<file path="src/sv/brbcs_pkg.sv">
// Package for the byte ring buffer with checksum unit.
// Holds the storage geometry, field widths, command codes and shared types.
// No dependencies; brbcs_sum_unit and the top level refer to it by scoped names.
package brbcs_pkg;

   // Ring storage geometry. Addressing wraps on PTR_W bits, so CAPACITY is a power of two.
   localparam int CAPACITY = 64;
   localparam int PTR_W    = $clog2(CAPACITY);
   localparam int CNT_W    = $clog2(CAPACITY + 1);

   // Transaction field widths.
   localparam int CMD_W   = 3;
   localparam int BYTE_W  = 8;
   localparam int STEP_W  = 7;
   localparam int START_W = 6;
   localparam int END_W   = 7;
   localparam int LEVEL_W = 7;

   typedef enum logic [CMD_W-1:0] {
      CMD_WRITE  = 3'd0,
      CMD_READ   = 3'd1,
      CMD_REWIND = 3'd2,
      CMD_SKIP   = 3'd3,
      CMD_CLEAR  = 3'd4,
      CMD_VERIFY = 3'd5,
      CMD_APPEND = 3'd6
   } cmd_type;

   typedef enum logic [1:0] {
      ST_CLEAR,
      ST_IDLE,
      ST_WALK,
      ST_DRAIN
   } state_type;

   // Control of the checksum accumulator.
   typedef struct packed {
      logic init;
      logic add;
   } sum_ctrl_type;

endpackage

</file>
<file path="src/sv/brbcs_ram.sv">
// Generic simple dual-port RAM: one write port, one read port, registered read data.
// Depends on nothing.
module brbcs_ram #(
   parameter int WIDTH = 8,
   parameter int DEPTH = 64
) (
   input  logic                     clock,
   input  logic                     we,
   input  logic [$clog2(DEPTH)-1:0] waddr,
   input  logic [WIDTH-1:0]         wdata,
   input  logic                     re,
   input  logic [$clog2(DEPTH)-1:0] raddr,
   output logic [WIDTH-1:0]         rdata
);

   logic [WIDTH-1:0] mem_ff [DEPTH];
   logic [WIDTH-1:0] rdata_ff;

   always_ff @(posedge clock) begin
      if (we) begin
         mem_ff[waddr] <= wdata;
      end
      if (re) begin
         rdata_ff <= mem_ff[raddr];
      end
   end

   assign rdata = rdata_ff;

endmodule

</file>
<file path="src/sv/brbcs_sum_unit.sv">
// Running 8-bit wrapping checksum accumulator used while walking the stored bytes.
// Depends on brbcs_pkg for the byte width and the control struct.
module brbcs_sum_unit (
   input  logic                         clock,
   input  brbcs_pkg::sum_ctrl_type      ctrl,
   input  logic [brbcs_pkg::BYTE_W-1:0] data,
   output logic [brbcs_pkg::BYTE_W-1:0] acc,
   output logic [brbcs_pkg::BYTE_W-1:0] acc_plus
);

   logic [brbcs_pkg::BYTE_W-1:0] acc_ff;
   logic [brbcs_pkg::BYTE_W-1:0] acc_in;

   // The sum wraps naturally at the byte width.
   assign acc_plus = acc_ff + data;

   always_comb begin
      acc_in = acc_ff;
      if (ctrl.init) begin
         acc_in = '0;
      end else if (ctrl.add) begin
         acc_in = acc_plus;
      end
   end

   always_ff @(posedge clock) begin
      acc_ff <= acc_in;
   end

   assign acc = acc_ff;

endmodule

</file>
<file path="src/sv/byte_ring_buffer_with_checksum_unit.sv">
// Top level of the byte ring buffer with checksum unit.
// Depends on brbcs_pkg, brbcs_ram and brbcs_sum_unit.
//
// A circular byte FIFO of brbcs_pkg::CAPACITY bytes with a read position and a fill count.
// A transaction is taken at a rising edge where start is high and busy is low, and its single
// result appears on the rsp_ ports for exactly one cycle, marked by rsp_valid, in the cycle
// after the transaction (or after the walk ends for checksum commands). The receiver cannot
// stall: a result is simply presented for that one cycle. Write, read, rewind, skip and clear each
// stay in the idle state, so they can follow one another every cycle; busy stays low throughout.
// Verify and append-sum walk the stored bytes through the single read port of the byte
// memory, one byte per cycle, then wait in a drain state for the last read to return;
// busy stays high meanwhile, but stays low when verify finds the buffer empty or append-sum
// finds the range empty. After reset, busy stays high while the memory is swept to zero,
// one entry per cycle.
// Bytes past the fill count that a checksum range reaches read the stale store contents.
module byte_ring_buffer_with_checksum_unit (
   input  logic                          clock,
   input  logic                          reset,
   input  logic                          start,
   output logic                          busy,
   input  logic [brbcs_pkg::CMD_W-1:0]   req_cmd,
   input  logic [brbcs_pkg::BYTE_W-1:0]  req_wr_byte,
   input  logic [brbcs_pkg::STEP_W-1:0]  req_step_count,
   input  logic [brbcs_pkg::START_W-1:0] req_sum_start,
   input  logic [brbcs_pkg::END_W-1:0]   req_sum_end,
   output logic                          rsp_valid,
   output logic [brbcs_pkg::BYTE_W-1:0]  rsp_rd_byte,
   output logic [brbcs_pkg::LEVEL_W-1:0] rsp_fill_level,
   output logic                          rsp_applied,
   output logic                          rsp_sum_ok,
   output logic [brbcs_pkg::BYTE_W-1:0]  rsp_sum_value
);

   // Control state.
   brbcs_pkg::state_type         state_ff, state_in;
   logic [brbcs_pkg::PTR_W-1:0]  rp_ff, rp_in;
   logic [brbcs_pkg::CNT_W-1:0]  fill_ff, fill_in;
   logic [brbcs_pkg::PTR_W-1:0]  clr_ff, clr_in;
   logic [brbcs_pkg::CNT_W-1:0]  off_ff, off_in;
   logic [brbcs_pkg::CNT_W-1:0]  stop_ff, stop_in;
   logic                         verify_ff, verify_in;
   logic                         pend_ff, pend_in;

   // Result registers.
   logic                         rsp_valid_ff, rsp_valid_in;
   logic                         rsp_rd_sel_ff, rsp_rd_sel_in;
   logic                         rsp_applied_ff, rsp_applied_in;
   logic                         rsp_sum_ok_ff, rsp_sum_ok_in;
   logic [brbcs_pkg::BYTE_W-1:0] rsp_sum_value_ff, rsp_sum_value_in;

   // Memory and accumulator connections.
   logic                         ram_we;
   logic [brbcs_pkg::PTR_W-1:0]  ram_waddr;
   logic [brbcs_pkg::BYTE_W-1:0] ram_wdata;
   logic                         ram_re;
   logic [brbcs_pkg::PTR_W-1:0]  ram_raddr;
   logic [brbcs_pkg::BYTE_W-1:0] ram_rdata;
   brbcs_pkg::sum_ctrl_type      sum_ctrl;
   logic [brbcs_pkg::BYTE_W-1:0] acc;
   logic [brbcs_pkg::BYTE_W-1:0] acc_plus;

   // Decoded helpers.
   logic                         accept;
   logic                         full;
   logic [brbcs_pkg::PTR_W-1:0]  tail_addr;
   logic [brbcs_pkg::CNT_W-1:0]  step;
   logic [brbcs_pkg::CNT_W:0]    grown;
   logic [brbcs_pkg::CNT_W-1:0]  app_start;
   logic [brbcs_pkg::CNT_W-1:0]  app_stop;
   logic [brbcs_pkg::CNT_W-1:0]  off_next;

   assign accept    = start && (state_ff == brbcs_pkg::ST_IDLE);
   assign busy      = (state_ff != brbcs_pkg::ST_IDLE);
   assign full      = (fill_ff == brbcs_pkg::CNT_W'(brbcs_pkg::CAPACITY));
   assign tail_addr = rp_ff + fill_ff[brbcs_pkg::PTR_W-1:0];
   assign step      = brbcs_pkg::CNT_W'(req_step_count);
   assign grown     = {1'b0, fill_ff} + {1'b0, step};
   assign app_start = brbcs_pkg::CNT_W'(req_sum_start);
   // The explicit end counts only when it lies above the start; otherwise sum up to the fill.
   assign app_stop  = (brbcs_pkg::CNT_W'(req_sum_end) > app_start)
                      ? brbcs_pkg::CNT_W'(req_sum_end) : fill_ff;
   assign off_next  = off_ff + 1'b1;

   brbcs_ram #(
      .WIDTH (brbcs_pkg::BYTE_W),
      .DEPTH (brbcs_pkg::CAPACITY)
   ) u_store (
      .clock (clock),
      .we    (ram_we),
      .waddr (ram_waddr),
      .wdata (ram_wdata),
      .re    (ram_re),
      .raddr (ram_raddr),
      .rdata (ram_rdata)
   );

   brbcs_sum_unit u_sum (
      .clock    (clock),
      .ctrl     (sum_ctrl),
      .data     (ram_rdata),
      .acc      (acc),
      .acc_plus (acc_plus)
   );

   // Next state, memory accesses and result values.
   always_comb begin
      state_in         = state_ff;
      rp_in            = rp_ff;
      fill_in          = fill_ff;
      clr_in           = clr_ff;
      off_in           = off_ff;
      stop_in          = stop_ff;
      verify_in        = verify_ff;
      pend_in          = (state_ff == brbcs_pkg::ST_WALK);
      rsp_valid_in     = 1'b0;
      rsp_rd_sel_in    = rsp_rd_sel_ff;
      rsp_applied_in   = rsp_applied_ff;
      rsp_sum_ok_in    = rsp_sum_ok_ff;
      rsp_sum_value_in = rsp_sum_value_ff;
      ram_we           = 1'b0;
      ram_waddr        = tail_addr;
      ram_wdata        = req_wr_byte;
      ram_re           = 1'b0;
      ram_raddr        = rp_ff;
      sum_ctrl.init    = 1'b0;
      sum_ctrl.add     = 1'b0;

      case (state_ff)
         brbcs_pkg::ST_CLEAR: begin
            // Sweep the store to zero after reset, one entry per cycle.
            ram_we    = 1'b1;
            ram_waddr = clr_ff;
            ram_wdata = '0;
            clr_in    = clr_ff + 1'b1;
            if (clr_ff == brbcs_pkg::PTR_W'(brbcs_pkg::CAPACITY - 1)) begin
               state_in = brbcs_pkg::ST_IDLE;
            end
         end

         brbcs_pkg::ST_IDLE: begin
            if (accept) begin
               // Most commands finish here; their result shows in the next cycle.
               rsp_valid_in     = 1'b1;
               rsp_rd_sel_in    = 1'b0;
               rsp_applied_in   = 1'b0;
               rsp_sum_ok_in    = 1'b0;
               rsp_sum_value_in = '0;
               case (brbcs_pkg::cmd_type'(req_cmd))
                  brbcs_pkg::CMD_WRITE: begin
                     if (!full) begin
                        ram_we         = 1'b1;
                        fill_in        = fill_ff + 1'b1;
                        rsp_applied_in = 1'b1;
                     end
                  end
                  brbcs_pkg::CMD_READ: begin
                     if (fill_ff != '0) begin
                        ram_re         = 1'b1;
                        rp_in          = rp_ff + 1'b1;
                        fill_in        = fill_ff - 1'b1;
                        rsp_rd_sel_in  = 1'b1;
                        rsp_applied_in = 1'b1;
                     end
                  end
                  brbcs_pkg::CMD_REWIND: begin
                     if (grown < (brbcs_pkg::CNT_W + 1)'(brbcs_pkg::CAPACITY)) begin
                        rp_in          = rp_ff - step[brbcs_pkg::PTR_W-1:0];
                        fill_in        = grown[brbcs_pkg::CNT_W-1:0];
                        rsp_applied_in = (step != '0);
                     end
                  end
                  brbcs_pkg::CMD_SKIP: begin
                     if (fill_ff > step) begin
                        rp_in          = rp_ff + step[brbcs_pkg::PTR_W-1:0];
                        fill_in        = fill_ff - step;
                        rsp_applied_in = (step != '0);
                     end
                  end
                  brbcs_pkg::CMD_CLEAR: begin
                     rp_in   = '0;
                     fill_in = '0;
                  end
                  brbcs_pkg::CMD_VERIFY: begin
                     // An empty buffer verifies as false at once.
                     if (fill_ff != '0) begin
                        rsp_valid_in  = 1'b0;
                        sum_ctrl.init = 1'b1;
                        off_in        = '0;
                        stop_in       = fill_ff;
                        verify_in     = 1'b1;
                        state_in      = brbcs_pkg::ST_WALK;
                     end
                  end
                  brbcs_pkg::CMD_APPEND: begin
                     if (app_start >= app_stop) begin
                        // Empty range: the sum is zero and is appended directly unless the buffer is full.
                        ram_wdata = '0;
                        if (!full) begin
                           ram_we  = 1'b1;
                           fill_in = fill_ff + 1'b1;
                        end
                     end else begin
                        rsp_valid_in  = 1'b0;
                        sum_ctrl.init = 1'b1;
                        off_in        = app_start;
                        stop_in       = app_stop;
                        verify_in     = 1'b0;
                        state_in      = brbcs_pkg::ST_WALK;
                     end
                  end
                  default: begin
                  end
               endcase
            end
         end

         brbcs_pkg::ST_WALK: begin
            // Issue one read per cycle; the previous cycle's byte is added as it returns.
            ram_re       = 1'b1;
            ram_raddr    = rp_ff + off_ff[brbcs_pkg::PTR_W-1:0];
            sum_ctrl.add = pend_ff;
            off_in       = off_next;
            if (off_next == stop_ff) begin
               state_in = brbcs_pkg::ST_DRAIN;
            end
         end

         brbcs_pkg::ST_DRAIN: begin
            // The last byte of the walk is on the read port now.
            rsp_valid_in   = 1'b1;
            rsp_rd_sel_in  = 1'b0;
            rsp_applied_in = 1'b0;
            state_in       = brbcs_pkg::ST_IDLE;
            if (verify_ff) begin
               rsp_sum_value_in = acc;
               rsp_sum_ok_in    = (acc == ram_rdata);
            end else begin
               rsp_sum_value_in = acc_plus;
               rsp_sum_ok_in    = 1'b0;
               ram_wdata        = acc_plus;
               if (!full) begin
                  ram_we  = 1'b1;
                  fill_in = fill_ff + 1'b1;
               end
            end
         end

         default: begin
            state_in = brbcs_pkg::ST_IDLE;
         end
      endcase
   end

   always_ff @(posedge clock) begin
      if (reset) begin
         state_ff      <= brbcs_pkg::ST_CLEAR;
         rp_ff         <= '0;
         fill_ff       <= '0;
         clr_ff        <= '0;
         pend_ff       <= 1'b0;
         rsp_valid_ff  <= 1'b0;
         rsp_rd_sel_ff <= 1'b0;
      end else begin
         state_ff      <= state_in;
         rp_ff         <= rp_in;
         fill_ff       <= fill_in;
         clr_ff        <= clr_in;
         pend_ff       <= pend_in;
         rsp_valid_ff  <= rsp_valid_in;
         rsp_rd_sel_ff <= rsp_rd_sel_in;
      end
   end

   always_ff @(posedge clock) begin
      off_ff           <= off_in;
      stop_ff          <= stop_in;
      verify_ff        <= verify_in;
      rsp_applied_ff   <= rsp_applied_in;
      rsp_sum_ok_ff    <= rsp_sum_ok_in;
      rsp_sum_value_ff <= rsp_sum_value_in;
   end

   // The read data register holds the byte of a read transaction during its result cycle.
   assign rsp_valid      = rsp_valid_ff;
   assign rsp_rd_byte    = rsp_rd_sel_ff ? ram_rdata : '0;
   assign rsp_fill_level = brbcs_pkg::LEVEL_W'(fill_ff);
   assign rsp_applied    = rsp_applied_ff;
   assign rsp_sum_ok     = rsp_sum_ok_ff;
   assign rsp_sum_value  = rsp_sum_value_ff;

`ifndef SYNTHESIS
   a_fill_bounded: assert property (@(posedge clock) disable iff (reset)
      fill_ff <= brbcs_pkg::CNT_W'(brbcs_pkg::CAPACITY))
      else $error("fill count exceeds capacity");

   a_walk_no_write: assert property (@(posedge clock) disable iff (reset)
      (state_ff == brbcs_pkg::ST_WALK) |-> !ram_we)
      else $error("memory written during a checksum walk");

   a_walk_no_result: assert property (@(posedge clock) disable iff (reset)
      (state_ff == brbcs_pkg::ST_WALK) |=> !rsp_valid)
      else $error("result issued in the middle of a walk");

   a_drain_result: assert property (@(posedge clock) disable iff (reset)
      (state_ff == brbcs_pkg::ST_DRAIN) |=> (rsp_valid && !busy))
      else $error("walk did not end with a result");

   a_simple_result: assert property (@(posedge clock) disable iff (reset)
      (accept && req_cmd != brbcs_pkg::CMD_VERIFY && req_cmd != brbcs_pkg::CMD_APPEND)
      |=> rsp_valid)
      else $error("single-cycle transaction gave no result");
`endif

endmodule
</file>
<file path="config.mk">
export PLATFORM = sky130hd
export DESIGN_NAME = byte_ring_buffer_with_checksum_unit
export DESIGN_NICKNAME = d
export VERILOG_FILES = /design/src/sv/brbcs_pkg.sv /design/src/sv/brbcs_ram.sv /design/src/sv/brbcs_sum_unit.sv /design/src/sv/byte_ring_buffer_with_checksum_unit.sv
export SDC_FILE = /design/constraint.sdc
export NUM_CORES = 1
export LEC_CHECK = 0
export ABC_AREA = 0
export BUFFER_PORTS_ARGS = -buffer_cell sky130_fd_sc_hd__buf_4
export CAP_MARGIN = 20
export CORE_UTILIZATION = 55
export CTS_BUF_LIST = sky130_fd_sc_hd__clkbuf_8 sky130_fd_sc_hd__clkbuf_16
export DETAILED_ROUTE_END_ITERATION = 10
export PLACE_DENSITY = 0.73
export SKIP_LAST_GASP = 1
export SYNTH_ARGS = -nofsm -noshare
export SYNTH_HDL_FRONTEND = slang
export SYNTH_SLANG_ARGS = --single-unit
</file>
<file path="constraint.sdc">
create_clock -name clock -period 7.39 [get_ports clock]
set_input_delay 0.739 -clock clock [delete_from_list [all_inputs] [get_ports clock]]
set_output_delay 0.739 -clock clock [all_outputs]
set_load 0.01 [all_outputs]
</file>
==> results_dict.tcl <==
set metrics [dict create \
    fin_util_pct 62.2 \
    leakage_nw 10.4 \
    synth_fp_nets 1916 \
    hpwlAfterDp_mm 40.0 \
    vias 15900 \
    total_power_w 0.00792 \
    wl_mm 62.3 \
    n_fill_cell 3340 \
    place.port_buffers 60 \
    relSlewSlack_pct 25.9 \
    clock_latency_ps 630 \
    cts_hold_buf 0 \
    synth-seq-cells 577 \
    grt_pass1_wl_mm 93.7 \
    skew_ps 25.2 \
    syn-cell-area_mm2 0.0262 \
    report.final.slew_viol_count 0 \
    tns_ps 0 \
    cp_max_fo 16 \
    drive_above_1_share_pct 14.9 \
    fin_crit_ps 4450 \
    violations "design-rule violations" \
    holdPathEnd "off_ff[4]" \
    gr-total-overflow 0 \
    die_h_um 220 \
    netlist_instances 1818 \
    cts.path.max_buffers 3 \
    crit_required_ps 7640 \
    grt_max_degree 154 \
    postCtsSetupBuffers 0 \
    cts.sinks 577 \
    hold_depth 2 \
    avgViaCountPerCell 6.33 \
    drc 10 \
    startpoint_type "primary input" \
    rsz0062_at_grt "false" \
    tightest_slew_ps 1110 \
    syn2layout_area_growth_pct 11.0 \
    root_buffer "clkbuf_16" \
    synth_cell_types 78 \
    setup_violations 0 \
    rows 79 \
    vdd_drop_max_uv 247 \
    worst-setup-path-type "primary input to register" \
    ios 61 \
    fp.dieW_um 220 \
    maxCapViolations 0 \
    ctsResizeCount 0 \
    ys.warnings.count 0 \
    mostFrequentLayoutCells "545 x edfxtp_1, 172 x nand2_1, 128 x nor2_1" \
    first_pass_iters 10 \
    holdWs_ps 471 \
    r2r_start "state_ff[0]" \
    hold_viol_final 0 \
    power_density_mw_per_mm2 272 \
    clk_pin_slew_ps 60 \
    max_freq_ghz 0.225 \
    synth-edff-count 545 \
    post-route-period-util_pct 60.3 \
    antenna_found_initial 0 \
    synth_flop_cell "edfxtp_1" \
    status "complete, but fails checks" \
    end_kind "register" \
    reg2reg_depth 11 \
    diodes 0 \
    hold_start "req_sum_start[4]" \
    syn_area_per_cell_um2 14.4 \
    multi_input_area_mm2 0.00862 \
    hold_path.class "primary input to register" \
    r2r_slack_ps 3020 \
    finalWeightedCongestion 0.931 \
    core_mm2 0.0468 \
    grt_pass1_vias 15400 \
    cts_tree "done" \
    dieArea_mm2 0.0485 \
    drtIter0Drc 2017 \
    cts_made_buffers 54 \
    finalNetCount 1963 \
    seq_area_mm2 0.0170 \
    r2r_end "u_store.rdata[4]" \
    ys_seq_area_share_pct 64.9 \
    placed_area_mm2 0.0272 \
    start_util_pct 56.1 \
    arrival_ps 4700 \
    grt_usage_pct 26.1 \
    final_common_cell "edfxtp_1" \
    ant_nets 0 \
    async_flop_share_pct 0 \
    wire_per_inst_um 24.8 \
    post-route-cell-area_mm2 0.0291 \
    htreeDepth 2 \
]
-- sequential cells by signal, summed over array words and instances, names as in the netlist, 2 cells and up --
name,cells
u_store.mem_ff,512
rsp_sum_value,8
u_store.rdata,8
u_sum.acc,8
off_ff,7
rsp_fill_level,7
stop_ff,7
clr_ff,6
rp_ff,6
state_ff,2
-- power by group --
part,switching (W),internal [W],leakage (nW),total (W)
Sequential,0.0000819,0.00382,5.39,0.00390
Combinational,0.000834,0.000414,4.09,0.00125
Clock,0.00121,0.00157,0.900,0.00278
-- through the flow --
stage | setup slack (ps) | cells
final | 2940 | 2516
after global routing | 2700 | 2516
after CTS | 2820 | 2511
after detailed placement | 2310 | 2411
after global placement | 2430 | 2409
after floorplan | 2470 | 1818
-- worst max-delay path by stage --
stage                                        to  cells past startpoint        startpoint
after floorplan            u_store.mem_ff[0][2]                     15  req_sum_start[2]
after detailed placement  u_store.mem_ff[41][3]                     16  req_sum_start[4]
after global placement    u_store.mem_ff[45][5]                     16  req_sum_start[4]
after CTS                      u_store.rdata[4]                     10         off_ff[0]
final                     u_store.mem_ff[41][2]                     16  req_sum_start[4]
after global routing       u_store.mem_ff[1][7]                     16  req_sum_start[2]
-- area by class of cell --
cell class	instances	area share (%)
repair buffers	90	2.56
inverters	42	0.542
clock inverters	44	1.44
clock buffers	56	4.74
well taps	607	2.61
multi-input cells	1100	29.6
flip-flops and latches	577	58.5
-- per-layer routing --
metal	wire length (µm)	global-route usage [%]
met5	0	0
met4	1800	8.11
met3	4820	3.93
met2	30100	43.0
met1	25600	35.9
-- logic make-up after synthesis --
family / count (synthesis) / share of synthesized area, %
simple gates: 478 / 8.48
flops: 577 / 64.9
compound gates: 311 / 8.39
buf+inv: 141 / 2.52
fa+ha+maj: 64 / 3.23
mux: 202 / 10.9
xor+xnor: 45 / 1.61
-- worst max-delay path: stages --
cell	delay (ps)
buf_4	100
inv_1	40
ha_1	290
nand3_1	110
or2_1	260
o22a_1	320
nand2_1	110
o21ai_0	110
ha_1	300
nor2b_1	40
o21ai_0	180
a31o_2	240
nand4_1	90
nand2_1	180
nand3_1	720
nor2_1	860
-- synthesized netlist by cell type (all sizes together) (18+ instances only) --
library cell | instances | area, µm²
nand3 | 23 | 115
o32ai | 21 | 184
clkbuf | 37 | 140
and3 | 23 | 144
edfxtp | 545 | 16400
a31oi | 45 | 282
dfxtp | 32 | 641
a21oi | 50 | 250
nor3 | 19 | 95.1
mux2 | 26 | 293
ha | 58 | 726
a221oi | 18 | 158
a211oi | 55 | 435
nand2 | 172 | 646
mux4 | 64 | 1440
nor2 | 128 | 480
o21ai | 43 | 215
inv | 42 | 158
xnor2 | 27 | 236
and2 | 62 | 388
buf | 62 | 362
mux2i | 112 | 1120
Note: power is estimated with default switching activity, not from simulation.
